==> src/hdl/ecd_pkg.sv <==
// Shared types and constants for the epoch to civil date/time converter.
package ecd_pkg;

    // Payload field types
    typedef logic signed [39:0] t_epoch;
    typedef logic signed [15:0] t_year;
    typedef logic        [3:0]  t_month;
    typedef logic        [4:0]  t_mday;
    typedef logic        [4:0]  t_hour;
    typedef logic        [5:0]  t_minute;
    typedef logic        [5:0]  t_second;

    // Calendar constants
    localparam longint unsigned SEC_DAY_HI  = 675;      // 86400 >> 7
    localparam longint unsigned ERA_DAYS    = 146097;   // days in 400 years
    localparam longint unsigned CIVIL_SHIFT = 719468;   // 0000-03-01 to 1970-01-01
    localparam longint unsigned YEAR_DAYS   = 365;
    localparam longint unsigned SEC_HOUR    = 3600;
    localparam longint unsigned SEC_MIN     = 60;

    // Bias on the day count so the seconds division only sees positive values
    localparam longint unsigned BIAS_DAYS   = 6362915;
    localparam logic [33:0]     DAY_BIAS    = 34'(BIAS_DAYS * SEC_DAY_HI);
    // Whole eras added so the era division only sees positive values
    localparam longint unsigned ERA_BIAS    = 39;
    localparam logic [24:0]     Z_BIAS      =
        25'(ERA_BIAS * ERA_DAYS + CIVIL_SHIFT - BIAS_DAYS);
    localparam logic [16:0]     YEAR_BIAS   = 17'(ERA_BIAS * 400);

    // Reciprocal multipliers: q = (x * MUL) >> SH, exact over the input width
    localparam int          HI_DIV_SH   = 27;   // 17-bit numerator / 675
    localparam logic [17:0] HI_DIV_MUL  =
        18'(((64'd1 << HI_DIV_SH) + SEC_DAY_HI - 1) / SEC_DAY_HI);
    localparam int          LO_DIV_SH   = 37;   // 27-bit numerator / 675
    localparam logic [27:0] LO_DIV_MUL  =
        28'(((64'd1 << LO_DIV_SH) + SEC_DAY_HI - 1) / SEC_DAY_HI);
    localparam int          ERA_DIV_SH  = 43;   // 25-bit numerator / 146097
    localparam logic [25:0] ERA_DIV_MUL =
        26'(((64'd1 << ERA_DIV_SH) + ERA_DAYS - 1) / ERA_DAYS);
    localparam int          HR_DIV_SH   = 29;   // 17-bit numerator / 3600
    localparam logic [17:0] HR_DIV_MUL  =
        18'(((64'd1 << HR_DIV_SH) + SEC_HOUR - 1) / SEC_HOUR);
    localparam int          MIN_DIV_SH  = 18;   // 12-bit numerator / 60
    localparam logic [12:0] MIN_DIV_MUL =
        13'(((64'd1 << MIN_DIV_SH) + SEC_MIN - 1) / SEC_MIN);
    localparam int          Q4Y_DIV_SH  = 29;   // 18-bit numerator / 1460
    localparam logic [18:0] Q4Y_DIV_MUL = 19'(((64'd1 << Q4Y_DIV_SH) + 1459) / 1460);
    localparam int          CEN_DIV_SH  = 34;   // 18-bit numerator / 36524
    localparam logic [18:0] CEN_DIV_MUL = 19'(((64'd1 << CEN_DIV_SH) + 36523) / 36524);
    localparam int          YR_DIV_SH   = 27;   // 18-bit numerator / 365
    localparam logic [18:0] YR_DIV_MUL  =
        19'(((64'd1 << YR_DIV_SH) + YEAR_DAYS - 1) / YEAR_DAYS);
    localparam int          C100_DIV_SH = 16;   // 9-bit numerator / 100
    localparam logic [9:0]  C100_DIV_MUL = 10'(((64'd1 << C100_DIV_SH) + 99) / 100);
    localparam int          MP_DIV_SH   = 19;   // 11-bit numerator / 153
    localparam logic [11:0] MP_DIV_MUL  = 12'(((64'd1 << MP_DIV_SH) + 152) / 153);

    // Day of the March-based year on which each month starts: (153*mp+2)/5
    function automatic logic [8:0] month_start(input logic [3:0] mp);
        logic [8:0] v;
        case (mp)
            4'd0:    v = 9'd0;
            4'd1:    v = 9'd31;
            4'd2:    v = 9'd61;
            4'd3:    v = 9'd92;
            4'd4:    v = 9'd122;
            4'd5:    v = 9'd153;
            4'd6:    v = 9'd184;
            4'd7:    v = 9'd214;
            4'd8:    v = 9'd245;
            4'd9:    v = 9'd275;
            4'd10:   v = 9'd306;
            4'd11:   v = 9'd337;
            default: v = 9'd0;
        endcase
        return v;
    endfunction

endpackage

==> src/hdl/ecd_in_if.sv <==
// Request channel carrying one epoch timestamp.
interface ecd_in_if import ecd_pkg::*; ();
    logic   valid;
    logic   ready;
    t_epoch epoch_seconds;

    modport source (output valid, output epoch_seconds, input ready);
    modport sink   (input valid, input epoch_seconds, output ready);
endinterface

==> src/hdl/ecd_out_if.sv <==
// Result channel carrying one civil date and time of day.
interface ecd_out_if import ecd_pkg::*; ();
    logic    valid;
    logic    ready;
    t_year   year;
    t_month  month;
    t_mday   day_of_month;
    t_hour   hour;
    t_minute minute;
    t_second second;

    modport source (output valid, output year, output month, output day_of_month,
                    output hour, output minute, output second, input ready);
    modport sink   (input valid, input year, input month, input day_of_month,
                    input hour, input minute, input second, output ready);
endinterface

==> src/hdl/epoch_to_civil_datetime.sv <==
// Throughput: one request per cycle unless every stage is full and output stalls.
// 14 pipeline stages, each holding one request; the last one drives the result.
// Each stage has its own valid bit, so bubbles close up and a waiting result does
// not stop new requests while an earlier stage is empty.
// Reset (synchronous, active low) clears the valid bits; payload is not reset.
module epoch_to_civil_datetime import ecd_pkg::*; (
    input  logic             i_clk,
    input  logic             i_rst_n,
    ecd_in_if.sink           i_req,
    ecd_out_if.source        o_rsp
);

    localparam int NSTG = 14;

    // Pipeline control
    logic [NSTG-1:0] r_vld;
    logic [NSTG-1:0] n_vld;
    logic [NSTG-1:0] w_rdy;
    logic            w_in_acc;
    logic            w_out_acc;

    // A stage may load when some stage at or after it is free or the output drains
    for (genvar k = 0; k < NSTG; k++) begin : g_rdy
        assign w_rdy[k] = o_rsp.ready || !(&r_vld[NSTG-1:k]);
    end

    assign i_req.ready = w_rdy[0] && i_rst_n;
    assign w_in_acc    = i_req.valid && i_req.ready;
    assign w_out_acc   = o_rsp.valid && o_rsp.ready;

    always_comb begin
        n_vld[0] = w_rdy[0] ? i_req.valid : r_vld[0];
        for (int k = 1; k < NSTG; k++) begin
            n_vld[k] = w_rdy[k] ? r_vld[k-1] : r_vld[k];
        end
    end

    always_ff @(posedge i_clk) begin
        if (!i_rst_n) begin
            r_vld <= '0;
        end else begin
            r_vld <= n_vld;
        end
    end

    // Stage registers
    t_epoch      r0_e;
    logic [33:0] r1_u;
    logic [6:0]  r1_lo7;
    logic [33:0] r2_u;
    logic [7:0]  r2_qh;
    logic [6:0]  r2_lo7;
    logic [26:0] r3_nl;
    logic [7:0]  r3_qh;
    logic [6:0]  r3_lo7;
    logic [26:0] r4_nl;
    logic [16:0] r4_ql;
    logic [7:0]  r4_qh;
    logic [6:0]  r4_lo7;
    logic [24:0] r5_z;
    logic [16:0] r5_sod;
    logic [24:0] r6_z;
    logic [16:0] r6_sod;
    logic [6:0]  r6_era;
    t_hour       r6_hr;
    logic [17:0] r7_doe;
    logic [11:0] r7_rsec;
    logic [6:0]  r7_era;
    t_hour       r7_hr;
    logic [17:0] r8_doe;
    logic [11:0] r8_rsec;
    logic [6:0]  r8_era;
    t_hour       r8_hr;
    logic [6:0]  r8_t1;
    logic [2:0]  r8_t2;
    logic        r8_t3;
    t_minute     r8_min;
    logic [17:0] r9_n;
    logic [17:0] r9_doe;
    logic [6:0]  r9_era;
    t_hour       r9_hr;
    t_minute     r9_min;
    t_second     r9_sec;
    logic [8:0]  r10_yoe;
    logic [17:0] r10_doe;
    logic [6:0]  r10_era;
    t_hour       r10_hr;
    t_minute     r10_min;
    t_second     r10_sec;
    logic [8:0]  r11_doy;
    logic [8:0]  r11_yoe;
    logic [6:0]  r11_era;
    t_hour       r11_hr;
    t_minute     r11_min;
    t_second     r11_sec;
    logic [3:0]  r12_mp;
    logic [8:0]  r12_doy;
    logic [8:0]  r12_yoe;
    logic [6:0]  r12_era;
    t_hour       r12_hr;
    t_minute     r12_min;
    t_second     r12_sec;
    t_year       r13_year;
    t_month      r13_month;
    t_mday       r13_mday;
    t_hour       r13_hr;
    t_minute     r13_min;
    t_second     r13_sec;

    // Next values and products
    logic [33:0] n_u;
    logic [34:0] w_qh_prod;
    logic [16:0] w_rh_full;
    logic [54:0] w_ql_prod;
    logic [26:0] w_rl_full;
    logic [24:0] n_z;
    logic [16:0] n_sod;
    logic [50:0] w_era_prod;
    logic [34:0] w_hr_prod;
    logic [24:0] w_doe_full;
    logic [16:0] w_rsec_full;
    logic [36:0] w_q4y_prod;
    logic [36:0] w_cen_prod;
    logic [24:0] w_min_prod;
    logic [17:0] n_n;
    logic [11:0] w_sec_full;
    logic [36:0] w_yr_prod;
    logic [17:0] w_y365;
    logic [18:0] w_c100_prod;
    logic [17:0] w_doy_full;
    logic [22:0] w_mp_prod;
    t_month      n_month;
    logic [8:0]  w_mday_full;
    logic [16:0] w_year_full;

    // Stage 1: floor(e / 128) plus a bias that keeps it positive
    assign n_u = {r0_e[39], r0_e[39:7]} + DAY_BIAS;

    // Stage 2: upper half of the day division
    assign w_qh_prod = 35'(r1_u[33:17]) * 35'(HI_DIV_MUL);

    // Stage 3: remainder of the upper half joins the lower half
    assign w_rh_full = r2_u[33:17] - 17'(r2_qh) * 17'(SEC_DAY_HI);

    // Stage 4: lower half of the day division
    assign w_ql_prod = 55'(r3_nl) * 55'(LO_DIV_MUL);

    // Stage 5: seconds of day and the biased day number
    assign w_rl_full = r4_nl - 27'(r4_ql) * 27'(SEC_DAY_HI);
    assign n_sod     = {w_rl_full[9:0], r4_lo7};
    assign n_z       = {r4_qh, r4_ql} + Z_BIAS;

    // Stage 6: era and hour
    assign w_era_prod = 51'(r5_z) * 51'(ERA_DIV_MUL);
    assign w_hr_prod  = 35'(r5_sod) * 35'(HR_DIV_MUL);

    // Stage 7: day of era and seconds within the hour
    assign w_doe_full  = r6_z - 25'(r6_era) * 25'(ERA_DAYS);
    assign w_rsec_full = r6_sod - 17'(r6_hr) * 17'(SEC_HOUR);

    // Stage 8: leap-day corrections and minute
    assign w_q4y_prod = 37'(r7_doe) * 37'(Q4Y_DIV_MUL);
    assign w_cen_prod = 37'(r7_doe) * 37'(CEN_DIV_MUL);
    assign w_min_prod = 25'(r7_rsec) * 25'(MIN_DIV_MUL);

    // Stage 9: leap-free day count and second
    assign n_n        = r8_doe - 18'(r8_t1) + 18'(r8_t2) - 18'(r8_t3);
    assign w_sec_full = r8_rsec - 12'(r8_min) * 12'(SEC_MIN);

    // Stage 10: year of era
    assign w_yr_prod = 37'(r9_n) * 37'(YR_DIV_MUL);

    // Stage 11: day of the March-based year
    assign w_y365      = 18'(r10_yoe) * 18'(YEAR_DAYS);
    assign w_c100_prod = 19'(r10_yoe) * 19'(C100_DIV_MUL);
    assign w_doy_full  = r10_doe - (w_y365 + 18'(r10_yoe[8:2])
                                    - 18'(w_c100_prod[18:C100_DIV_SH]));

    // Stage 12: March-based month
    assign w_mp_prod = (23'(r11_doy) * 23'd5 + 23'd2) * 23'(MP_DIV_MUL);

    // Stage 13: calendar month, day and year
    assign n_month     = (r12_mp < 4'd10) ? r12_mp + 4'd3 : r12_mp - 4'd9;
    assign w_mday_full = r12_doy - month_start(r12_mp) + 9'd1;
    assign w_year_full = 17'(r12_era) * 17'd400 + 17'(r12_yoe)
                       + 17'(n_month <= 4'd2) - YEAR_BIAS;

    // Payload registers, loaded whenever their stage advances
    always_ff @(posedge i_clk) begin
        if (w_rdy[0]) begin
            r0_e <= i_req.epoch_seconds;
        end
        if (w_rdy[1]) begin
            r1_u   <= n_u;
            r1_lo7 <= r0_e[6:0];
        end
        if (w_rdy[2]) begin
            r2_u   <= r1_u;
            r2_qh  <= w_qh_prod[34:HI_DIV_SH];
            r2_lo7 <= r1_lo7;
        end
        if (w_rdy[3]) begin
            r3_nl  <= {w_rh_full[9:0], r2_u[16:0]};
            r3_qh  <= r2_qh;
            r3_lo7 <= r2_lo7;
        end
        if (w_rdy[4]) begin
            r4_nl  <= r3_nl;
            r4_ql  <= w_ql_prod[53:LO_DIV_SH];
            r4_qh  <= r3_qh;
            r4_lo7 <= r3_lo7;
        end
        if (w_rdy[5]) begin
            r5_z   <= n_z;
            r5_sod <= n_sod;
        end
        if (w_rdy[6]) begin
            r6_z   <= r5_z;
            r6_sod <= r5_sod;
            r6_era <= w_era_prod[49:ERA_DIV_SH];
            r6_hr  <= w_hr_prod[33:HR_DIV_SH];
        end
        if (w_rdy[7]) begin
            r7_doe  <= w_doe_full[17:0];
            r7_rsec <= w_rsec_full[11:0];
            r7_era  <= r6_era;
            r7_hr   <= r6_hr;
        end
        if (w_rdy[8]) begin
            r8_doe  <= r7_doe;
            r8_rsec <= r7_rsec;
            r8_era  <= r7_era;
            r8_hr   <= r7_hr;
            r8_t1   <= w_q4y_prod[35:Q4Y_DIV_SH];
            r8_t2   <= w_cen_prod[36:CEN_DIV_SH];
            r8_t3   <= (r7_doe == 18'(ERA_DAYS - 1));
            r8_min  <= w_min_prod[23:MIN_DIV_SH];
        end
        if (w_rdy[9]) begin
            r9_n   <= n_n;
            r9_doe <= r8_doe;
            r9_era <= r8_era;
            r9_hr  <= r8_hr;
            r9_min <= r8_min;
            r9_sec <= w_sec_full[5:0];
        end
        if (w_rdy[10]) begin
            r10_yoe <= w_yr_prod[35:YR_DIV_SH];
            r10_doe <= r9_doe;
            r10_era <= r9_era;
            r10_hr  <= r9_hr;
            r10_min <= r9_min;
            r10_sec <= r9_sec;
        end
        if (w_rdy[11]) begin
            r11_doy <= w_doy_full[8:0];
            r11_yoe <= r10_yoe;
            r11_era <= r10_era;
            r11_hr  <= r10_hr;
            r11_min <= r10_min;
            r11_sec <= r10_sec;
        end
        if (w_rdy[12]) begin
            r12_mp  <= w_mp_prod[22:MP_DIV_SH];
            r12_doy <= r11_doy;
            r12_yoe <= r11_yoe;
            r12_era <= r11_era;
            r12_hr  <= r11_hr;
            r12_min <= r11_min;
            r12_sec <= r11_sec;
        end
        if (w_rdy[13]) begin
            r13_year  <= w_year_full[15:0];
            r13_month <= n_month;
            r13_mday  <= w_mday_full[4:0];
            r13_hr    <= r12_hr;
            r13_min   <= r12_min;
            r13_sec   <= r12_sec;
        end
    end

    // Result port
    assign o_rsp.valid        = r_vld[NSTG-1];
    assign o_rsp.year         = r13_year;
    assign o_rsp.month        = r13_month;
    assign o_rsp.day_of_month = r13_mday;
    assign o_rsp.hour         = r13_hr;
    assign o_rsp.minute       = r13_min;
    assign o_rsp.second       = r13_sec;

    // Requests in flight change only by what enters and what leaves
    a_occupancy: assert property (@(posedge i_clk) disable iff (!i_rst_n)
        i_rst_n |=> ($countones(r_vld) == $countones($past(r_vld))
                     + int'($past(w_in_acc)) - int'($past(w_out_acc))))
        else $error("pipeline occupancy mismatch");

    // Seconds-of-day split stays in range
    a_sod_range: assert property (@(posedge i_clk) disable iff (!i_rst_n)
        r_vld[5] |-> (r5_sod < 17'd86400))
        else $error("seconds of day out of range");

    // Era remainder and seconds within the hour stay in range
    a_doe_range: assert property (@(posedge i_clk) disable iff (!i_rst_n)
        r_vld[7] |-> (r7_doe < 18'(ERA_DAYS)) && (r7_rsec < 12'(SEC_HOUR)))
        else $error("day of era or seconds of hour out of range");

    // Every presented result has month 1 to 12, a day of at least 1 and a legal time of day
    a_out_range: assert property (@(posedge i_clk) disable iff (!i_rst_n)
        o_rsp.valid |-> (o_rsp.month >= 4'd1) && (o_rsp.month <= 4'd12)
                     && (o_rsp.day_of_month >= 5'd1) && (o_rsp.hour <= 5'd23)
                     && (o_rsp.minute <= 6'd59) && (o_rsp.second <= 6'd59))
        else $error("result field out of range");

endmodule

==> src/flat_wrapper.sv <==
// flat-port wrapper written by rule: the top's interface ports become plain ports
module epoch_to_civil_datetime_flat import ecd_pkg::*;
  (i_clk, i_rst_n, i_req_valid, i_req_epoch_seconds, i_req_ready, o_rsp_valid, o_rsp_year, o_rsp_month, o_rsp_day_of_month, o_rsp_hour, o_rsp_minute, o_rsp_second, o_rsp_ready);
  ecd_in_if i_req_i ();
  ecd_out_if o_rsp_i ();
  input  logic i_clk;
  input  logic i_rst_n;
  input wire logic [$bits(i_req_i.valid)-1:0] i_req_valid;
  input wire logic [$bits(i_req_i.epoch_seconds)-1:0] i_req_epoch_seconds;
  output wire logic [$bits(i_req_i.ready)-1:0] i_req_ready;
  output wire logic [$bits(o_rsp_i.valid)-1:0] o_rsp_valid;
  output wire logic [$bits(o_rsp_i.year)-1:0] o_rsp_year;
  output wire logic [$bits(o_rsp_i.month)-1:0] o_rsp_month;
  output wire logic [$bits(o_rsp_i.day_of_month)-1:0] o_rsp_day_of_month;
  output wire logic [$bits(o_rsp_i.hour)-1:0] o_rsp_hour;
  output wire logic [$bits(o_rsp_i.minute)-1:0] o_rsp_minute;
  output wire logic [$bits(o_rsp_i.second)-1:0] o_rsp_second;
  input wire logic [$bits(o_rsp_i.ready)-1:0] o_rsp_ready;
  assign i_req_i.valid = i_req_valid;
  assign i_req_i.epoch_seconds = i_req_epoch_seconds;
  assign i_req_ready = i_req_i.ready;
  assign o_rsp_valid = o_rsp_i.valid;
  assign o_rsp_year = o_rsp_i.year;
  assign o_rsp_month = o_rsp_i.month;
  assign o_rsp_day_of_month = o_rsp_i.day_of_month;
  assign o_rsp_hour = o_rsp_i.hour;
  assign o_rsp_minute = o_rsp_i.minute;
  assign o_rsp_second = o_rsp_i.second;
  assign o_rsp_i.ready = o_rsp_ready;
  epoch_to_civil_datetime u_core (.i_clk(i_clk), .i_rst_n(i_rst_n), .i_req(i_req_i), .o_rsp(o_rsp_i));
endmodule
==> config.mk <==
export PLATFORM = sky130hd
export DESIGN_NAME = epoch_to_civil_datetime_flat
export DESIGN_NICKNAME = d
export VERILOG_FILES = /design/src/hdl/ecd_pkg.sv /design/src/hdl/ecd_in_if.sv /design/src/hdl/ecd_out_if.sv /design/src/hdl/epoch_to_civil_datetime.sv /design/src/flat_wrapper.sv
export SDC_FILE = /design/constraint.sdc
export NUM_CORES = 2
export LEC_CHECK = 0
export BUFFER_PORTS_ARGS = -buffer_cell sky130_fd_sc_hd__buf_2
export CAP_MARGIN = 40
export CORE_ASPECT_RATIO = 0.5
export CORE_UTILIZATION = 50
export DETAILED_ROUTE_END_ITERATION = 12
export GPL_ROUTABILITY_DRIVEN = 0
export MAX_ROUTING_LAYER = met4
export PLACE_DENSITY = 0.65
export SLEW_MARGIN = 20
export SYNTH_ARGS = -nofsm -noshare
export SYNTH_HDL_FRONTEND = slang
export SYNTH_SLANG_ARGS = --single-unit
==> constraint.sdc <==
create_clock -name i_clk -period 8.6 [get_ports i_clk]
set_clock_uncertainty 0.15 [all_clocks]
set_input_delay 1.72 -clock i_clk [delete_from_list [all_inputs] [get_ports i_clk]]
set_output_delay 1.72 -clock i_clk [all_outputs]
set_load 0.01 [all_outputs]
==> metrics.md <==
| Metric | Value |
|---|---|
| Share of layout cells above drive strength 1 | `approximately 4.0%` |
| CTS Sinks | `624` |
| Worst-margin pin slew | `~0.9 ns` |
| Worst Path Max Fanout | `6` |
| Hold path depth | `0` |
| Main synth FF type | `edfxtp_1` |
| Cell Area, Synth | `between 0.07 and 0.08 mm2` |
| Startpoint Class | `flop` |
| RR Startpoint | `u_core.r11_doy[1]$_DFFE_PP_` |
| Vias in the first global route | `roughly 47,000` |
| PostCTS Resize Cnt | `0` |
| Final ANT Viol Nets | `0` |
| Fin crit share | `between 90% and 100%` |
| TNS Setup | `0 ns` |
| Remaining global-route overflow | `0` |
| Die Y | `about 280 um` |
| Nets | `roughly 9,400` |
| Slack of the worst reg-to-reg path | `about 0.76 ns` |
| R2r worst-path depth | `29` |
| Worst Setup Path Type | `reg2reg` |
| Req. time, crit path | `about 9.0 ns` |
| EDFF count, synth | `~610` |
| Core area | `0.149 mm2` |
| Layout Utilization | `a little over half` |
| Port Buffers | `87` |
| Syn_nets | `between 9,000 and 10,000` |
| Initial Utilization | `about half` |
| Dominant cell type by area after synthesis | `ha_1` |
| Total GRT Usage | `a little over a fifth` |
| Clk slew on worst S/H paths | `0.08 ns` |
| CTS Buf Count | `67` |
| CP endpoint kind | `flop` |
| Vias per Instance | `5.01` |
| Hold violation count in the final report | `0` |
| Min Tclk post-route | `approximately 7.8 ns` |
| Root Buffer | `clkbuf_16` |
| Max_slew headroom | `39.8%` |
| Routed WL per cell | `around 17 um` |
| CP max stage delay | `0.63 ns` |
| Synth warn | `0` |
| Initial antenna violation count | `2` |
| Design Area, Final | `about 0.081 mm2` |
| RSZ-0062 raised after global routing | `false` |
| Clk_lat worst skew | `between 0.6 and 0.7 ns` |
| Worst Hold Class | `reg2reg` |
| Seq cells post-synth | `around 620` |
| Async SR Flop Fraction | `0%` |
| Register area share after synthesis | `between 20% and 30%` |
| Bufs on Longest Clock Path | `3` |
| CTS tree | `yes` |
| IO Pins | `88` |
| Placed inst area | `0.0786 mm2` |
| Cell mode on critical path | `ha_1` |
| Starting DRT DRC Count | `1,709` |
| First-pass GRT wire length | `around 240 mm` |
| Post-CTS Setup Inserts | `0` |
| CTS H-tree lvls | `3` |
| Max-slew violation count | `0` |
| Pre-Repair DR Iteration Count | `6` |
| Ranking of synthesized cells by area | `ha_1, fa_1, edfxtp_1` |
| Status | `finished, final reports clean` |
| Largest net degree at the start of global routing | `52` |
| Maxcap violations | `0` |
| WHS Endpoint | `u_core.r10_hr[0]$_DFFE_PP_` |
| Die W | `approximately 550 um` |
| Routed vias | `43,382` |
| Unique masters post-synth | `69` |
| Syn-to-layout area delta | `7.46%` |
| Final Setup Violations | `0` |
| Final wirelength | `~150 mm` |
| Data arrival time of the critical path | `about 8.3 ns` |
| Mapped Avg Cell Area | `about 12 um2` |
| Hold Crit Start | `u_core.r9_hr[0]$_DFFE_PP_` |
| Yosys top cell area share | `28.1%` |
| Floorplan row count | `100` |
| Die ar. | `approximately 0.15 mm2` |
| Hold buffers post-CTS | `0` |
| Max Clock Freq | `between 100 and 150 MHz` |
| Hold WS | `0.258 ns` |
| Synthesized instance count | `6,438` |
| Slowest-stage cell, CP | `o31ai_1` |
| HPWL after DPL | `between 100 and 150 mm` |
| Post-route DRC | `0` |
==> per-layer routing <==
layer  wire, um  part of all wire (%)  vias up  GRT usage [%]
li1           -                     -    21207              -
met1      68100                    46    21448           27.8
met2      70800                    48      564           35.1
met3       4670                   3.2      163           2.43
met4       3320                   2.3        0           4.50
met5          0                     0        -              -
==> registers in the layout, summed over array words and instances (netlist names), 16 cells and up, named ones only <==
name and count:
u_core.r0_e 40, u_core.r5_z 25, u_core.r3_nl 27, u_core.o_rsp.year 16, u_core.r8_doe 18, u_core.r6_z 18, u_core.r5_sod 17, u_core.r4_ql 17
u_core.r2_u 27, u_core.r9_n 18, u_core.r1_u 34, u_core.r7_doe 18
==> cells in the mapped netlist (6+ instances only) <==
library cell	instances
a31oi_1	8
ha_1	1693
nand2_1	94
o31ai_1	8
xnor2_1	193
nor2b_1	30
o21ai_0	93
or2_2	6
a21o_1	86
o211ai_1	14
nand4_1	31
and3_1	25
a31o_2	6
or4_1	6
fa_1	1029
and2_1	17
a21oi_1	148
nand2b_1	16
a21boi_0	7
or3_1	15
a211oi_1	22
o21a_1	48
o21bai_1	22
nor2_1	125
edfxtp_1	605
a211o_1	11
nor3_1	49
xor2_1	73
nand3_1	55
dfxtp_1	19
inv_1	1797
==> cells in the final DEF (no fill, tap or decap), drive strengths merged, types with 7 or more instances in the layout <==
cell,instances
edfxtp,605
clkbuf,74
bufinv,12
buf,117
nand4,31
nand2b,16
dfxtp,19
a21o,86
o211ai,14
and3,25
o21bai,22
o21ai,94
a21boi,7
a211o,11
xnor2,193
nand3,55
a21oi,148
nor2b,30
xor2,73
nand2,94
and2,17
inv,1813
fa,1029
or3,15
a31oi,8
ha,1693
a211oi,22
nor2,125
nor3,49
o31ai,9
clkinv,16
o21a,48
==> logic make-up after synthesis <==
group / after synthesis / synth area share, %
fa+ha+maj: 2722 / 55.4
buf+inv: 1802 / 8.97
flops: 624 / 24.6
compound gates: 523 / 4.56
simple gates: 495 / 3.28
xor+xnor: 266 / 3.09
mux: 6 / 0.0846
==> final cells by class <==
class / instances / area (um2)
Multi-Input combinational cell: 4012 / 50100
Antenna cell: 2 / 5.00
Sequential cell: 624 / 18500
Inverter: 1798 / 6750
Clock inverter: 47 / 639
Timing Repair Buffer: 117 / 743
Fill cell: 12920 / 68200
Clock buffer: 74 / 1750
Tap cell: 1989 / 2490
==> metrics by stage <==
step / setup slack [ns] / instances
after floorplan: 0.838 / 6438
after CTS: 0.841 / 8660
after global routing: 0.227 / 8662
after global placement: 1.02 / 8531
after detailed placement: 0.856 / 8539
final: 0.762 / 8663
==> critical path: cells and delay by family (launching register included) <==
kind | cells | cell delay, ns
AND/OR/NAND/NOR | 2 | 0.27
buffers and inverters | 3 | 0.14
flip-flops | 1 | 0.50
XOR/XNOR | 2 | 0.48
multiplexers | 2 | 0.41
adder cells (fa/ha/maj) | 8 | 3.17
AO/OA/AOI/OAI | 12 | 2.63
==> worst max-delay path by stage <==
| stage | start | end | slack (ns) | cells past startpoint |
|---|---|---|---|---|
| finish | u_core.r11_doy[1]$_DFFE_PP_ | flop | 0.76 | 29 |
| global route | u_core.r11_doy[1]$_DFFE_PP_ | flop | 0.23 | 29 |
| CTS | u_core.r11_doy[1]$_DFFE_PP_ | flop | 0.84 | 29 |
| detailed placement | u_core.r11_doy[1]$_DFFE_PP_ | flop | 0.86 | 29 |
| global placement | u_core.r11_doy[1]$_DFFE_PP_ | flop | 1.02 | 31 |
| floorplan | o_rsp_ready | i_req_ready | 0.84 | 12 |
Power is left out: the tool's default activity adds up to more than one toggle a clock period on the data nets, which glitch-free logic cannot reach.
